--- src/hdl/vld_pkg.sv ---
`timescale 1ns / 1ps
// ----------------------------------------------------------------------------
// vld_pkg
// Shared constants, types and the filter tap table of the vibration level
// detector.
// ----------------------------------------------------------------------------
package vld_pkg;

   localparam int SAMPLE_WIDTH  = 16;
   localparam int TAP_COUNT     = 53;
   localparam int WINDOW_LENGTH = 40;

   // filter
   localparam int COEF_W     = 16;
   localparam int COEF_FRAC  = 15;
   localparam int PROD_W     = COEF_W + SAMPLE_WIDTH;
   localparam int ACC_W      = 40;
   localparam int HIST_DEPTH = (TAP_COUNT > 1) ? TAP_COUNT - 1 : 1;
   localparam int HIST_AW    = (HIST_DEPTH > 1) ? $clog2(HIST_DEPTH) : 1;
   localparam int HIST_PW    = HIST_AW + 2;
   localparam int HIST_CW    = $clog2(HIST_DEPTH + 1);
   localparam int TAP_CW     = $clog2(TAP_COUNT + 1);

   // sliding window and mean
   localparam int WIN_AW      = (WINDOW_LENGTH > 1) ? $clog2(WINDOW_LENGTH) : 1;
   localparam int SUM_W       = 22;
   localparam int DIV_SHIFT   = SUM_W + $clog2(WINDOW_LENGTH);
   localparam int DIV_RECIP_W = SUM_W + 2;
   localparam longint DIV_RECIP_L =
      ((64'sd1 <<< DIV_SHIFT) + WINDOW_LENGTH - 1) / WINDOW_LENGTH;
   localparam logic [DIV_RECIP_W-1:0] DIV_RECIP = DIV_RECIP_W'(DIV_RECIP_L);
   localparam int DIV_PW = SUM_W + DIV_RECIP_W;
   localparam logic [SAMPLE_WIDTH-1:0] MEAN_MAX = SAMPLE_WIDTH'(1 << (SAMPLE_WIDTH - 1));

   // queue between front and back
   localparam int QUEUE_DEPTH = 2;
   localparam int QUEUE_AW    = (QUEUE_DEPTH > 1) ? $clog2(QUEUE_DEPTH) : 1;
   localparam int QUEUE_CW    = $clog2(QUEUE_DEPTH + 1);

   // register file
   localparam int CSR_AW   = 3;
   localparam int CSR_DW   = 32;
   localparam int THRESH_W = 16;
   localparam logic [CSR_AW-3:0]   REG_LEVEL_THRESHOLD = '0;
   localparam logic [THRESH_W-1:0] THRESHOLD_RESET     = 16'd1066;

   typedef struct packed {
      logic                           valid;
      logic signed [SAMPLE_WIDTH-1:0] sample;
   } vld_queue_type;

   function automatic logic signed [COEF_W-1:0] tap_coef(input logic [TAP_CW-1:0] idx);
      logic signed [COEF_W-1:0] c;
      case (idx)
         0:  c = 16'sd0;
         1:  c = -16'sd12;
         2:  c = -16'sd27;
         3:  c = -16'sd44;
         4:  c = -16'sd62;
         5:  c = -16'sd78;
         6:  c = -16'sd84;
         7:  c = -16'sd73;
         8:  c = -16'sd39;
         9:  c = 16'sd24;
         10: c = 16'sd114;
         11: c = 16'sd224;
         12: c = 16'sd337;
         13: c = 16'sd433;
         14: c = 16'sd484;
         15: c = 16'sd461;
         16: c = 16'sd341;
         17: c = 16'sd105;
         18: c = -16'sd250;
         19: c = -16'sd715;
         20: c = -16'sd1265;
         21: c = -16'sd1860;
         22: c = -16'sd2452;
         23: c = -16'sd2986;
         24: c = -16'sd3411;
         25: c = -16'sd3686;
         26: c = 16'sd28982;
         27: c = -16'sd3686;
         28: c = -16'sd3411;
         29: c = -16'sd2986;
         30: c = -16'sd2452;
         31: c = -16'sd1860;
         32: c = -16'sd1265;
         33: c = -16'sd715;
         34: c = -16'sd250;
         35: c = 16'sd105;
         36: c = 16'sd341;
         37: c = 16'sd461;
         38: c = 16'sd484;
         39: c = 16'sd433;
         40: c = 16'sd337;
         41: c = 16'sd224;
         42: c = 16'sd114;
         43: c = 16'sd24;
         44: c = -16'sd39;
         45: c = -16'sd73;
         46: c = -16'sd84;
         47: c = -16'sd78;
         48: c = -16'sd62;
         49: c = -16'sd44;
         50: c = -16'sd27;
         51: c = -16'sd12;
         52: c = 16'sd0;
         default: c = 16'sd0;
      endcase
      return c;
   endfunction

endpackage

--- src/hdl/vld_ram.sv ---
`timescale 1ns / 1ps
// ----------------------------------------------------------------------------
// vld_ram
// Generic single-write, single-read RAM with registered read data.
// ----------------------------------------------------------------------------
module vld_ram #(
   parameter int WIDTH = 16,
   parameter int DEPTH = 32
) (
   input  logic                                    clock,
   input  logic                                    wr_en,
   input  logic [((DEPTH > 1) ? $clog2(DEPTH) : 1)-1:0] wr_addr,
   input  logic [WIDTH-1:0]                        wr_data,
   input  logic [((DEPTH > 1) ? $clog2(DEPTH) : 1)-1:0] rd_addr,
   output logic [WIDTH-1:0]                        rd_data
);

   logic [WIDTH-1:0] mem_ff [DEPTH];
   logic [WIDTH-1:0] rd_data_ff;

   always_ff @(posedge clock) begin
      if (wr_en) begin
         mem_ff[wr_addr] <= wr_data;
      end
      rd_data_ff <= mem_ff[rd_addr];
   end

   assign rd_data = rd_data_ff;

endmodule

--- src/hdl/vld_front.sv ---
`timescale 1ns / 1ps
// ----------------------------------------------------------------------------
// vld_front
// Accepts samples, picks the largest axis and queues it for the filter.
// ----------------------------------------------------------------------------
module vld_front import vld_pkg::*; (
   input  logic                           clock,
   input  logic                           reset,
   input  logic                           in_valid,
   output logic                           in_stall,
   input  logic signed [SAMPLE_WIDTH-1:0] accel_x,
   input  logic signed [SAMPLE_WIDTH-1:0] accel_y,
   input  logic signed [SAMPLE_WIDTH-1:0] accel_z,
   input  logic                           pop,
   output vld_queue_type                  queue
);

   logic signed [SAMPLE_WIDTH-1:0] slot_ff [QUEUE_DEPTH];
   logic [QUEUE_AW-1:0]            wr_ptr_ff, wr_ptr_in;
   logic [QUEUE_AW-1:0]            rd_ptr_ff, rd_ptr_in;
   logic [QUEUE_CW-1:0]            count_ff, count_in;
   logic signed [SAMPLE_WIDTH-1:0] axis_max;
   logic                           push;
   logic                           take;

   always_comb begin
      axis_max = accel_x;
      if (accel_y > axis_max) begin
         axis_max = accel_y;
      end
      if (accel_z > axis_max) begin
         axis_max = accel_z;
      end
   end

   assign in_stall     = (count_ff == QUEUE_CW'(QUEUE_DEPTH));
   assign push         = in_valid && !in_stall;
   assign take         = pop && (count_ff != '0);
   assign queue.valid  = (count_ff != '0);
   assign queue.sample = slot_ff[rd_ptr_ff];

   always_comb begin
      wr_ptr_in = wr_ptr_ff;
      rd_ptr_in = rd_ptr_ff;
      count_in  = count_ff;
      if (push) begin
         wr_ptr_in = (wr_ptr_ff == QUEUE_AW'(QUEUE_DEPTH - 1)) ? '0 : wr_ptr_ff + 1'b1;
      end
      if (take) begin
         rd_ptr_in = (rd_ptr_ff == QUEUE_AW'(QUEUE_DEPTH - 1)) ? '0 : rd_ptr_ff + 1'b1;
      end
      if (push && !take) begin
         count_in = count_ff + 1'b1;
      end else if (take && !push) begin
         count_in = count_ff - 1'b1;
      end
   end

   always_ff @(posedge clock) begin
      if (push) begin
         slot_ff[wr_ptr_ff] <= axis_max;
      end
      if (reset) begin
         wr_ptr_ff <= '0;
         rd_ptr_ff <= '0;
         count_ff  <= '0;
      end else begin
         wr_ptr_ff <= wr_ptr_in;
         rd_ptr_ff <= rd_ptr_in;
         count_ff  <= count_in;
      end
   end

endmodule

--- src/hdl/vld_back.sv ---
`timescale 1ns / 1ps
// ----------------------------------------------------------------------------
// vld_back
// Shared multiply-accumulate over the filter taps, rounding and saturation,
// sliding magnitude window, mean and alarm, with the result register.
// ----------------------------------------------------------------------------
module vld_back import vld_pkg::*; (
   input  logic                           clock,
   input  logic                           reset,
   input  vld_queue_type                  queue,
   output logic                           pop,
   input  logic [THRESH_W-1:0]            threshold,
   output logic                           out_valid,
   input  logic                           out_stall,
   output logic signed [SAMPLE_WIDTH-1:0] filtered_sample,
   output logic [SAMPLE_WIDTH-1:0]        window_mean,
   output logic                           alarm
);

   typedef enum logic [2:0] {
      ST_IDLE,
      ST_MAC,
      ST_ROUND,
      ST_SAT,
      ST_WINDOW,
      ST_DIVIDE,
      ST_OUTPUT
   } state_type;

   localparam logic [ACC_W-1:0] ROUND_HALF = ACC_W'(1) << (COEF_FRAC - 1);
   localparam logic [ACC_W-1:0] SAT_POS    = ACC_W'((1 << (SAMPLE_WIDTH - 1)) - 1);
   localparam logic [ACC_W-1:0] SAT_NEG    = ACC_W'(1 << (SAMPLE_WIDTH - 1));

   state_type                      state_ff, state_in;
   logic signed [SAMPLE_WIDTH-1:0] sample_ff, sample_in;
   logic [TAP_CW-1:0]              issue_k_ff, issue_k_in;
   logic                           s1_vld_ff, s1_vld_in;
   logic [TAP_CW-1:0]              s1_k_ff, s1_k_in;
   logic                           s1_cur_ff, s1_cur_in;
   logic                           s1_ok_ff, s1_ok_in;
   logic                           s2_vld_ff, s2_vld_in;
   logic signed [PROD_W-1:0]       prod_ff, prod_in;
   logic signed [ACC_W-1:0]        acc_ff, acc_in;
   logic [ACC_W-1:0]               abs_ff, abs_in;
   logic                           neg_ff, neg_in;
   logic signed [SAMPLE_WIDTH-1:0] filt_ff, filt_in;
   logic [SAMPLE_WIDTH-1:0]        mag_ff, mag_in;
   logic [HIST_AW-1:0]             hist_wp_ff, hist_wp_in;
   logic [HIST_CW-1:0]             hist_cnt_ff, hist_cnt_in;
   logic [WIN_AW-1:0]              win_pos_ff, win_pos_in;
   logic                           win_full_ff, win_full_in;
   logic [SUM_W-1:0]               sum_ff, sum_in;
   logic [DIV_PW-1:0]              div_prod_ff, div_prod_in;
   logic                           out_valid_ff, out_valid_in;
   logic signed [SAMPLE_WIDTH-1:0] out_filt_ff, out_filt_in;
   logic [SAMPLE_WIDTH-1:0]        out_mean_ff, out_mean_in;
   logic                           out_alarm_ff, out_alarm_in;

   logic [HIST_PW-1:0]             hist_raw;
   logic [HIST_AW-1:0]             hist_rd_addr;
   logic [SAMPLE_WIDTH-1:0]        hist_rd_data;
   logic                           hist_wr_en;
   logic [SAMPLE_WIDTH-1:0]        win_rd_data;
   logic                           win_wr_en;
   logic signed [SAMPLE_WIDTH-1:0] operand;
   logic [ACC_W-1:0]               rounded;
   logic [SAMPLE_WIDTH-1:0]        old_mag;
   logic [DIV_PW-1:0]              mean_full;
   logic [SAMPLE_WIDTH-1:0]        mean;
   logic                           out_free;

   // history ring, read newest first: age k sits k slots behind the write pointer
   always_comb begin
      hist_raw = HIST_PW'(hist_wp_ff) + HIST_PW'(HIST_DEPTH) - HIST_PW'(issue_k_ff);
      if (hist_raw >= HIST_PW'(HIST_DEPTH)) begin
         hist_raw = hist_raw - HIST_PW'(HIST_DEPTH);
      end
      hist_rd_addr = hist_raw[HIST_AW-1:0];
   end

   assign hist_wr_en = (state_ff == ST_ROUND);
   assign win_wr_en  = (state_ff == ST_WINDOW);

   vld_ram #(
      .WIDTH (SAMPLE_WIDTH),
      .DEPTH (HIST_DEPTH)
   ) u_hist_ram (
      .clock   (clock),
      .wr_en   (hist_wr_en),
      .wr_addr (hist_wp_ff),
      .wr_data (sample_ff),
      .rd_addr (hist_rd_addr),
      .rd_data (hist_rd_data)
   );

   vld_ram #(
      .WIDTH (SAMPLE_WIDTH),
      .DEPTH (WINDOW_LENGTH)
   ) u_win_ram (
      .clock   (clock),
      .wr_en   (win_wr_en),
      .wr_addr (win_pos_ff),
      .wr_data (mag_ff),
      .rd_addr (win_pos_ff),
      .rd_data (win_rd_data)
   );

   assign pop      = (state_ff == ST_IDLE) && queue.valid;
   assign out_free = !out_valid_ff || !out_stall;
   assign operand  = s1_cur_ff ? sample_ff :
                     (s1_ok_ff ? $signed(hist_rd_data) : '0);
   assign rounded  = (abs_ff + ROUND_HALF) >> COEF_FRAC;
   assign old_mag  = win_full_ff ? win_rd_data : '0;
   assign mean_full = div_prod_ff >> DIV_SHIFT;
   assign mean     = mean_full[SAMPLE_WIDTH-1:0];

   always_comb begin
      state_in     = state_ff;
      sample_in    = sample_ff;
      issue_k_in   = issue_k_ff;
      s1_vld_in    = 1'b0;
      s1_k_in      = issue_k_ff;
      s1_cur_in    = (issue_k_ff == '0);
      s1_ok_in     = (issue_k_ff != '0) && (issue_k_ff <= TAP_CW'(hist_cnt_ff));
      s2_vld_in    = s1_vld_ff;
      prod_in      = PROD_W'(tap_coef(s1_k_ff)) * PROD_W'(operand);
      acc_in       = acc_ff;
      abs_in       = abs_ff;
      neg_in       = neg_ff;
      filt_in      = filt_ff;
      mag_in       = mag_ff;
      hist_wp_in   = hist_wp_ff;
      hist_cnt_in  = hist_cnt_ff;
      win_pos_in   = win_pos_ff;
      win_full_in  = win_full_ff;
      sum_in       = sum_ff;
      div_prod_in  = DIV_PW'(sum_ff) * DIV_PW'(DIV_RECIP);
      out_valid_in = out_valid_ff && out_stall;
      out_filt_in  = out_filt_ff;
      out_mean_in  = out_mean_ff;
      out_alarm_in = out_alarm_ff;

      if (s2_vld_ff) begin
         acc_in = acc_ff + ACC_W'(prod_ff);
      end

      case (state_ff)
         ST_IDLE: begin
            if (queue.valid) begin
               sample_in  = queue.sample;
               issue_k_in = '0;
               acc_in     = '0;
               state_in   = ST_MAC;
            end
         end
         ST_MAC: begin
            if (issue_k_ff < TAP_CW'(TAP_COUNT)) begin
               s1_vld_in  = 1'b1;
               issue_k_in = issue_k_ff + 1'b1;
            end else if (!s1_vld_ff && !s2_vld_ff) begin
               state_in = ST_ROUND;
            end
         end
         ST_ROUND: begin
            neg_in = acc_ff[ACC_W-1];
            abs_in = acc_ff[ACC_W-1] ? ACC_W'(-acc_ff) : ACC_W'(acc_ff);
            if (TAP_COUNT > 1) begin
               hist_wp_in = (hist_wp_ff == HIST_AW'(HIST_DEPTH - 1)) ? '0 :
                            hist_wp_ff + 1'b1;
               if (hist_cnt_ff != HIST_CW'(HIST_DEPTH)) begin
                  hist_cnt_in = hist_cnt_ff + 1'b1;
               end
            end
            state_in = ST_SAT;
         end
         ST_SAT: begin
            if (neg_ff) begin
               if (rounded >= SAT_NEG) begin
                  filt_in = $signed(SAT_NEG[SAMPLE_WIDTH-1:0]);
                  mag_in  = SAT_NEG[SAMPLE_WIDTH-1:0];
               end else begin
                  filt_in = -$signed(rounded[SAMPLE_WIDTH-1:0]);
                  mag_in  = rounded[SAMPLE_WIDTH-1:0];
               end
            end else begin
               if (rounded > SAT_POS) begin
                  filt_in = $signed(SAT_POS[SAMPLE_WIDTH-1:0]);
                  mag_in  = SAT_POS[SAMPLE_WIDTH-1:0];
               end else begin
                  filt_in = $signed(rounded[SAMPLE_WIDTH-1:0]);
                  mag_in  = rounded[SAMPLE_WIDTH-1:0];
               end
            end
            state_in = ST_WINDOW;
         end
         ST_WINDOW: begin
            sum_in = sum_ff - SUM_W'(old_mag) + SUM_W'(mag_ff);
            if (win_pos_ff == WIN_AW'(WINDOW_LENGTH - 1)) begin
               win_pos_in  = '0;
               win_full_in = 1'b1;
            end else begin
               win_pos_in = win_pos_ff + 1'b1;
            end
            state_in = ST_DIVIDE;
         end
         ST_DIVIDE: begin
            state_in = ST_OUTPUT;
         end
         ST_OUTPUT: begin
            if (out_free) begin
               out_valid_in = 1'b1;
               out_filt_in  = filt_ff;
               out_mean_in  = mean;
               out_alarm_in = (THRESH_W'(mean) >= threshold);
               state_in     = ST_IDLE;
            end
         end
         default: begin
            state_in = ST_IDLE;
         end
      endcase
   end

   always_ff @(posedge clock) begin
      sample_ff    <= sample_in;
      s1_k_ff      <= s1_k_in;
      s1_cur_ff    <= s1_cur_in;
      s1_ok_ff     <= s1_ok_in;
      prod_ff      <= prod_in;
      acc_ff       <= acc_in;
      abs_ff       <= abs_in;
      neg_ff       <= neg_in;
      filt_ff      <= filt_in;
      mag_ff       <= mag_in;
      div_prod_ff  <= div_prod_in;
      out_filt_ff  <= out_filt_in;
      out_mean_ff  <= out_mean_in;
      out_alarm_ff <= out_alarm_in;
      issue_k_ff   <= issue_k_in;
      if (reset) begin
         state_ff     <= ST_IDLE;
         s1_vld_ff    <= 1'b0;
         s2_vld_ff    <= 1'b0;
         hist_wp_ff   <= '0;
         hist_cnt_ff  <= '0;
         win_pos_ff   <= '0;
         win_full_ff  <= 1'b0;
         sum_ff       <= '0;
         out_valid_ff <= 1'b0;
      end else begin
         state_ff     <= state_in;
         s1_vld_ff    <= s1_vld_in;
         s2_vld_ff    <= s2_vld_in;
         hist_wp_ff   <= hist_wp_in;
         hist_cnt_ff  <= hist_cnt_in;
         win_pos_ff   <= win_pos_in;
         win_full_ff  <= win_full_in;
         sum_ff       <= sum_in;
         out_valid_ff <= out_valid_in;
      end
   end

   assign out_valid       = out_valid_ff;
   assign filtered_sample = out_filt_ff;
   assign window_mean     = out_mean_ff;
   assign alarm           = out_alarm_ff;

endmodule

--- src/hdl/vibration_level_detector_unit.sv ---
`timescale 1ns / 1ps
// ----------------------------------------------------------------------------
// vibration_level_detector_unit
// Three-axis vibration level detector: axis maximum, 53-tap FIR, sliding
// 40-sample magnitude mean and threshold alarm.
// ----------------------------------------------------------------------------
// The filter takes a new sample only once the previous result has been
// handed to the output register: one multiply-accumulate unit walks all 53
// filter taps at one tap per cycle through the history RAM, followed by
// pipeline drain, rounding, saturation, window update, mean and output
// steps. Samples are queued two deep in front of the filter, so the
// input stalls only while the queue is full; the filter and window state start
// at zero after reset with no clearing pass. The alarm threshold lives at byte
// address 0 of the register port and resets to 1066 counts.
module vibration_level_detector_unit import vld_pkg::*; (
   input  logic                           clock,
   input  logic                           reset,
   input  logic                           req_valid,
   output logic                           req_stall,
   input  logic signed [SAMPLE_WIDTH-1:0] req_accel_x,
   input  logic signed [SAMPLE_WIDTH-1:0] req_accel_y,
   input  logic signed [SAMPLE_WIDTH-1:0] req_accel_z,
   output logic                           rsp_valid,
   input  logic                           rsp_stall,
   output logic signed [SAMPLE_WIDTH-1:0] rsp_filtered_sample,
   output logic [SAMPLE_WIDTH-1:0]        rsp_window_mean,
   output logic                           rsp_alarm,
   input  logic                           psel,
   input  logic                           penable,
   input  logic                           pwrite,
   input  logic [CSR_AW-1:0]              paddr,
   input  logic [CSR_DW-1:0]              pwdata,
   output logic [CSR_DW-1:0]              prdata,
   output logic                           pready
);

   logic [THRESH_W-1:0] threshold_ff, threshold_in;
   logic                reg_hit;
   vld_queue_type       queue;
   logic                pop;

   assign pready  = 1'b1;
   assign reg_hit = (paddr[CSR_AW-1:2] == REG_LEVEL_THRESHOLD);
   assign prdata  = reg_hit ? CSR_DW'(threshold_ff) : '0;

   always_comb begin
      threshold_in = threshold_ff;
      if (psel && penable && pwrite && pready && reg_hit) begin
         threshold_in = pwdata[THRESH_W-1:0];
      end
   end

   always_ff @(posedge clock) begin
      if (reset) begin
         threshold_ff <= THRESHOLD_RESET;
      end else begin
         threshold_ff <= threshold_in;
      end
   end

   vld_front u_front (
      .clock    (clock),
      .reset    (reset),
      .in_valid (req_valid),
      .in_stall (req_stall),
      .accel_x  (req_accel_x),
      .accel_y  (req_accel_y),
      .accel_z  (req_accel_z),
      .pop      (pop),
      .queue    (queue)
   );

   vld_back u_back (
      .clock           (clock),
      .reset           (reset),
      .queue           (queue),
      .pop             (pop),
      .threshold       (threshold_ff),
      .out_valid       (rsp_valid),
      .out_stall       (rsp_stall),
      .filtered_sample (rsp_filtered_sample),
      .window_mean     (rsp_window_mean),
      .alarm           (rsp_alarm)
   );

endmodule

--- config.mk ---
export PLATFORM = sky130hd
export DESIGN_NAME = vibration_level_detector_unit
export DESIGN_NICKNAME = d
export VERILOG_FILES = /design/src/hdl/vld_pkg.sv /design/src/hdl/vld_ram.sv /design/src/hdl/vld_front.sv /design/src/hdl/vld_back.sv /design/src/hdl/vibration_level_detector_unit.sv
export SDC_FILE = /design/constraint.sdc
export NUM_CORES = 2
export LEC_CHECK = 0
export BUFFER_PORTS_ARGS = -buffer_cell sky130_fd_sc_hd__buf_2
export CAP_MARGIN = 10
export CORE_MARGIN = 2
export CORE_UTILIZATION = 60
export DETAILED_ROUTE_END_ITERATION = 7
export HOLD_SLACK_MARGIN = 0.15
export PLACE_DENSITY = 0.77
export SLEW_MARGIN = 40
export SYNTH_ARGS = -nofsm -noshare
export SYNTH_HDL_FRONTEND = slang
export SYNTH_HIERARCHICAL = 1
export SYNTH_SLANG_ARGS = --single-unit
--- constraint.sdc ---
create_clock -name clock -period 18.85 [get_ports clock]
set_input_delay 5.655 -clock clock [delete_from_list [all_inputs] [get_ports clock]]
set_output_delay 5.655 -clock clock [all_outputs]
set_load 0.05 [all_outputs]
# Word level (Yosys, flattened, before mapping)
# Memories as Yosys holds them, arrays and structs flattened. A register that Yosys moved wholly into a read port is not among the register bits.
# Cells that the tools add are included.
totals:
  ramBits: 1504
  latchBits: 0
  out_inout_bits: 68
  register_bits: 297
  mem_count: 4
  input_bits: 90
  wordCells: 146
  mem_bits_ro: 1024
memory_table:
  columns: ["memory", "words", "width", "read_ports", "rd_clocked_by_memory_dff", "write_ports", "line_no", "text"]
  rows:
  - ["(no name shown)", 64, 16, 1, 1, 0, "vld_pkg.sv:54", "case (idx)"]
  - ["u_back.u_hist_ram.mem_ff", 52, 16, 1, 1, 1, "vld_ram.sv:18", "logic [WIDTH-1:0] mem_ff [DEPTH];"]
  - ["u_back.u_win_ram.mem_ff", 40, 16, 1, 1, 1, "vld_ram.sv:18", null]
  - ["u_front.slot_ff", 2, 16, 1, 1, 1, "vld_front.sv:18", "logic signed [SAMPLE_WIDTH-1:0] slot_ff [QUEUE_DEPTH];"]
classes:
  n_lt_le_gt_ge: 8
  shift: 0
  div_mod_pow: 0
  n_bitwise: 2
  muxes: 39
  n_reduce_logical: 32
  n_eq_ne: 15
  multipliers: 2
  add_sub_neg: 17
ops:
  columns: ["cell", "n"]
  rows:
  - ["16-bit two-way mux", 11]
  - ["40-bit two-way mux", 3]
  - ["22-bit by 23-bit multiplier with 44-bit output (second input constant)", 1]
  - ["40-bit by 15-bit adder with 40-bit output (second input constant)", 1]
  - ["40-bit by 32-bit adder with 40-bit output", 1]
  - ["40-bit negation", 1]
  - ["39-bit two-way mux", 1]
  - ["16-bit greater-than comparator", 2]
  - ["16-bit by 16-bit multiplier with 32-bit output", 1]
  - ["6-bit two-way mux", 5]
  - ["25-bit by 16-bit >= comparator with 1-bit output (second input constant)", 1]
  - ["25-bit by 15-bit greater-than comparator with 1-bit output (second input constant)", 1]
  - ["6-bit by 1-bit adder with 6-bit output (second input constant)", 4]
  - ["22-bit by 16-bit adder with 22-bit output", 1]
  - ["22-bit by 16-bit subtractor with 22-bit output", 1]
  - ["3-bit one-hot mux with 7 select lines", 1]
  - ["16-bit >= comparator", 1]
  - ["16-bit negation", 1]
  - ["6-bit == test (second input constant)", 2]
  - ["3-bit two-way mux", 4]
  - ["6-bit one-hot mux with 2 select lines", 1]
  - ["1-bit logical AND", 11]
  - ["1-bit two-way mux", 11]
  - ["3-bit == test (second input constant)", 3]
  - ["other kinds (27)", 45]

# Depth between registers and ports, before layout
logic_depth:
  word_depth: 7
  ltp_mapped: 30
  depth_no_buf: 26

# Modules after synthesis
# Netlist, hierarchy kept.
modules_own_cells:
  columns: ["module", "area_each_um2", "instances", "cells_per_inst", "seq_area_each_um2"]
  rows:
  - ["vld_ram (u_back.u_hist_ram)", 32384.8, 1, 1418, 25304.3]
  - ["vld_back", 31860.6, 1, 3417, 6416.2]
  - ["vld_ram (u_back.u_win_ram)", 25634.6, 1, 1318, 19538.7]
  - ["vld_front", 2834.0, 1, 272, 1061.0]
  - ["vibration_level_detector_unit", 967.2, 1, 106, 320.3]

# Least setup slack after synthesis
# OpenSTA, ideal clock, no wires.
synth_path:
  path_type: "in2out"
  start: "input paddr[2]"
  end: "output prdata[10]"
  cell_stages: 2
  slack_ns: 6.643
  n_path_buf: 1
  required_ns: 13.195
  arrival_time_ns: 6.552
  cell_sequence: "clkbuf_1 -> nor2b_1"
synth_between:
  elab_chain_cells: 1
synth_rtl:
  columns: ["element", "line_no", "text"]
  rows:
  - ["start: declaration", "vibration_level_detector_unit.sv:31", "input logic [CSR_AW-1:0] paddr,"]
  - ["16-bit two-way mux", "vibration_level_detector_unit.sv:44", "assign prdata = reg_hit ? CSR_DW'(threshold_ff) : '0;"]
  - ["end: declaration", "vibration_level_detector_unit.sv:33", "output logic [CSR_DW-1:0] prdata,"]
# No other way between the ends.

# Worst setup path after layout
layout_path:
  start: "input paddr[2]"
  end: "output prdata[13]"
# The elaborated chain is that of the path after synthesis.

==> run summary <==
The flow ran to the end, and the final reports show no timing, DRC or antenna violations. In this run the tool buffered the top-level ports with 122 buffer cells. For the worst setup path, the data arrival time is 6.40 ns.

The tools report the DRC violations left as 0. The portion of the post-synthesis area used by sequential elements is 56.2%. The run gives 54,230 as the via count. In this run the standard cell core region covers 156,000 um^2. The die is 399 um tall. The first global-routing pass estimated 326 mm of wire. The clock input transition at the sequential cells of the worst setup and hold paths is 0.06 ns.

Endpoint with the worst hold slack: u_back/filtered_sample[9]. The sequential cells in the finished layout cover a total of 52,700 um^2. In this run, synthesis inferred 1,617 flip-flops with an integrated enable.

At the end of routability-driven placement, the weighted congestion stood at 0.894. After floorplanning, the core was divided into 145 placement rows. At the placement stage, the worst setup path has a slack of 6.79 ns.

The number of warnings reported in the yosys synthesis log came out at 6. Dominant synthesized flop cell: sky130_fd_sc_hd__edfxtp_1. The critical path's largest stage delay is 0.28 ns. STA classifies the critical path endpoint as a primary output.

The H-tree was split into 4 levels. The per-cell routed wire length is 23.9 um. Beginning of the worst hold path: u_back/filt_ff[9]. Average cell area after synthesis: 14.3 um^2. For the first-pass detailed-route iteration total, the log shows 6. After clock tree synthesis, the setup repair step added 0 buffers. Sum of negative setup slack: 0 ns.

Of all flip-flops after synthesis, the portion carrying an async set or reset was 0%. The combined area of the multi-input logic cells was 37,000 um^2. The final-report max-slew violation count came out at 0. For this design, the CTS-stage hold fixing added 0 buffers. The most numerous cell on the critical path was sky130_fd_sc_hd__buf_2. Among all stages on the critical path, the largest delay is contributed by sky130_fd_sc_hd__buf_2.

TritonCTS built the clock tree. Among cell families on the critical path, the largest total delay comes from buffers and inverters. In the detailed route, the total length drawn on met2 is 108 mm. The number of global-route vias before repair was 55,464. Sorting the synthesized cells by area gives the leading types as sky130_fd_sc_hd__edfxtp_1, sky130_fd_sc_hd__fa_1, sky130_fd_sc_hd__mux4_2, sky130_fd_sc_hd__ha_1, sky130_fd_sc_hd__dfxtp_1. The final hold violation count is 0.

Setup repair after global routing left no endpoint under its margin. The filler cell count came out at 10,668. Root cell of the clock tree: sky130_fd_sc_hd__clkbuf_16.

CTS sink count: 1,821. The signed area change from the synthesized netlist to the final layout came out at 9.56%. The tools report the number of instances in the synthesized netlist as 6,531. The pin slew with the least headroom to its limit is 0.922 ns, and the portion of the clock cycle consumed by the worst path in the final layout is 64.0%. The fraction of final layout cells with drive strength greater than 1 came out at 13.9%. The worst hold path class was reg -> reg.

sky130_fd_sc_hd__edfxtp_1 takes more of the synthesized area than any other cell. After detailed routing, the total wire length is 213 mm. Max-cap violations in this run came to 0. The peak fanout along the critical path came out at 17. The number of clock buffers added by TritonCTS is 177. The logs give 93,700 um^2 for the combined area of all synthesized cells and 83.9 mm for the routed length on met1. The worst slew margin relative to its limit came out at 38.4%.

For the reg-to-reg setup timing slack, the log shows 10.94 ns. The highest metal layer with signal wires was met5. The netlist uses 97 different library cells. The tools report the highest clock frequency the design can meet as 83.0 MHz.

The flip-flop and latch count after synthesis was 1,821. The floorplan step defined a die boundary enclosing 159,000 um^2. The count of cells along the worst hold path was 0; the shortest clock period the worst path allows after layout was 12.06 ns. The clock arrives with 0.0802 ns of skew. The tools report the count of cells resized by post-cts repair as 0. Hold is met by 0.418 ns.

The logs give 3 for the number of antenna violations at the first check in global routing and 0.84 ns for the source-to-sink clock delay at the later pin of the worst-skew pair. The logs give 6.79 ns for the worst setup slack after layout and 60.2% for the initial core utilization. The depth of the worst register-to-register path is 21. The longest clock path from root to sink contains 3 buffers. The worst setup path is launched from a primary input. For this run, the post-layout net count is 7,627.

Setup violations remaining at the end of the flow were counted as 0. For the worst setup path, the data required time is 13.19 ns. In this run the biggest area consumer among cell types represents 51.8% of the synthesized area. In the global route stage, overall resource usage came out at 26.9%. The number of buffer and inverter stages on the critical path came out at 2. The residual overflow from global routing was 0; the overall die width was 399 um. The critical register-to-register path endpoint was u_back/prod_ff[31]. In this run the remaining antenna-violating nets after routing total 0. Detailed placement finished with a half-perimeter wire length of 134 mm. Top-level I/O count: 158.

The worst setup path is of the in -> out kind. Traced cell by cell, the critical path runs through buf_2 -> and2b_2 -> buf_2. The largest net degree at the start of global routing was 124; the routed via count divided by cell count was 6.08. For this block, the initial DRC count from the detailed router was 4,923.

Summed over all nets, wire length on met3 after detailed routing comes to 13.4 mm. The critical register-to-register path startpoint is u_back/s1_cur_ff.
==> worst max-delay path by stage <==
stage          startpoint    endpoint  depth (start not counted)
6_report         paddr[2]  prdata[13]                          3
4_1_cts          paddr[2]  prdata[13]                          3
3_5_place_dp     paddr[2]  prdata[13]                          3
5_1_grt          paddr[2]  prdata[13]                          3
3_3_place_gp     paddr[2]  prdata[15]                          3
2_1_floorplan    paddr[2]  prdata[10]                          2
==> stage by stage <==
stage / utilization [%] / instances / area, um^2
2_1_floorplan: - / 6546 / 93700
3_3_place_gp: 62.1 / 8587 / 96600
3_5_place_dp: 62.1 / 8590 / 96700
4_1_cts: 65.9 / 8921 / 103000
5_1_grt: 65.9 / 8922 / 103000
6_report: 65.9 / 8924 / 103000
==> logic make-up after synthesis <==
family,share of synthesized area (%)
flip-flops,56.2
adder cells (fa/ha/maj),14.4
AND/OR/NAND/NOR,6.27
buffers and inverters,4.53
other,0.00802
AO/OA/AOI/OAI,6.67
XOR/XNOR,1.63
multiplexers,10.3
==> cell usage in the layout, fill, tap and decap left out, types with 24 or more instances in the layout <==
cell                           n
sky130_fd_sc_hd__xor2_1       60
sky130_fd_sc_hd__a211oi_1     31
sky130_fd_sc_hd__o22ai_1      60
sky130_fd_sc_hd__clkinv_2     26
sky130_fd_sc_hd__nor2b_1      69
sky130_fd_sc_hd__nor2_1      298
sky130_fd_sc_hd__edfxtp_1   1617
sky130_fd_sc_hd__nand4_1      49
sky130_fd_sc_hd__o21ai_0     141
sky130_fd_sc_hd__xnor2_1     111
sky130_fd_sc_hd__clkbuf_16   179
sky130_fd_sc_hd__inv_1       672
sky130_fd_sc_hd__o211ai_1     32
sky130_fd_sc_hd__nand2_1     334
sky130_fd_sc_hd__a31oi_1      24
sky130_fd_sc_hd__fa_1        420
sky130_fd_sc_hd__and2_1      113
sky130_fd_sc_hd__ha_1        404
sky130_fd_sc_hd__nor3_1       38
sky130_fd_sc_hd__a22o_1       45
sky130_fd_sc_hd__a22oi_1      76
sky130_fd_sc_hd__nand3_1      73
sky130_fd_sc_hd__mux2_2       47
sky130_fd_sc_hd__a21oi_1     203
sky130_fd_sc_hd__mux4_2      249
sky130_fd_sc_hd__mux2i_1     352
sky130_fd_sc_hd__buf_4       158
sky130_fd_sc_hd__clkinv_1     36
sky130_fd_sc_hd__nand2b_1     55
sky130_fd_sc_hd__a21o_1       68
sky130_fd_sc_hd__o21a_1       26
sky130_fd_sc_hd__buf_2       122
sky130_fd_sc_hd__dfxtp_1     198
sky130_fd_sc_hd__clkbuf_1     40
==> routing by layer <==
metal | up-vias | track usage, %
met5 | - | 0
met1 | 27531 | 35.0
met2 | 2011 | 46.4
li1 | 24255 | -
met3 | 429 | 3.91
met4 | 4 | 9.81
==> state kept, by name (all words and copies together) (netlist names), 2 cells and up, named ones only <==
register,cells
u_back/hist_wp_ff,6
u_back/sample_ff,16
u_back/state_ff,3
u_back/issue_k_ff,6
u_back/acc_ff,40
u_back/u_win_ram/rd_data,16
u_back/win_pos_ff,6
u_back/u_win_ram/mem_ff,640
u_back/mag_ff,15
u_back/filtered_sample,16
u_front/count_ff,2
u_back/sum_ff,22
u_back/u_hist_ram/rd_data,16
threshold_ff,16
u_back/div_prod_ff,16
u_back/prod_ff,32
u_back/abs_ff,26
u_back/window_mean,16
u_back/hist_cnt_ff,6
u_front/slot_ff,32
u_back/filt_ff,16
u_back/u_hist_ram/mem_ff,832
==> Yosys cell counts, drive strengths merged (45+ instances only) <==
cell / number
o22ai: 60
buf: 140
and2: 114
xor2: 62
a22oi: 76
a21oi: 203
inv: 675
ha: 405
a22o: 45
o21ai: 152
edfxtp: 1617
xnor2: 112
mux2i: 353
nand3: 73
a21o: 68
mux2: 47
nor2: 307
mux4: 249
nand2b: 57
clkbuf: 160
dfxtp: 204
nand2: 336
nand4: 50
nor2b: 72
fa: 420
==> worst reg2reg max path, cell delays in order, from the launching register on <==
cell and delay [ns]:
sky130_fd_sc_hd__dfxtp_1 0.52, sky130_fd_sc_hd__nor2b_2 0.61, sky130_fd_sc_hd__a22o_1 0.65, sky130_fd_sc_hd__nand2_1 0.18, sky130_fd_sc_hd__fa_1 0.56, sky130_fd_sc_hd__fa_1 0.49, sky130_fd_sc_hd__inv_1 0.05, sky130_fd_sc_hd__fa_1 0.52
sky130_fd_sc_hd__fa_1 0.44, sky130_fd_sc_hd__fa_1 0.55, sky130_fd_sc_hd__inv_1 0.05, sky130_fd_sc_hd__fa_1 0.56, sky130_fd_sc_hd__inv_1 0.07, sky130_fd_sc_hd__ha_1 0.37, sky130_fd_sc_hd__a21oi_1 0.09, sky130_fd_sc_hd__o21ai_0 0.46
sky130_fd_sc_hd__a22oi_1 0.32, sky130_fd_sc_hd__o221ai_1 0.28, sky130_fd_sc_hd__nand2_1 0.09, sky130_fd_sc_hd__o311ai_0 0.62, sky130_fd_sc_hd__or4_1 0.21, sky130_fd_sc_hd__nand3_1 0.07
==> area by class of cell <==
type                       count  area share (%)
tap                         2058            2.51
antenna                        2         0.00488
clock buffer                 225            4.59
multi-input combinational   3747            36.1
clock inverter               106            1.12
timing repair buffer         287            1.91
inverter                     678            2.49
sequential                  1821            51.3
Power is not shown: default switching activity piles up to over one toggle a cycle in this logic, so the estimate is an artifact.
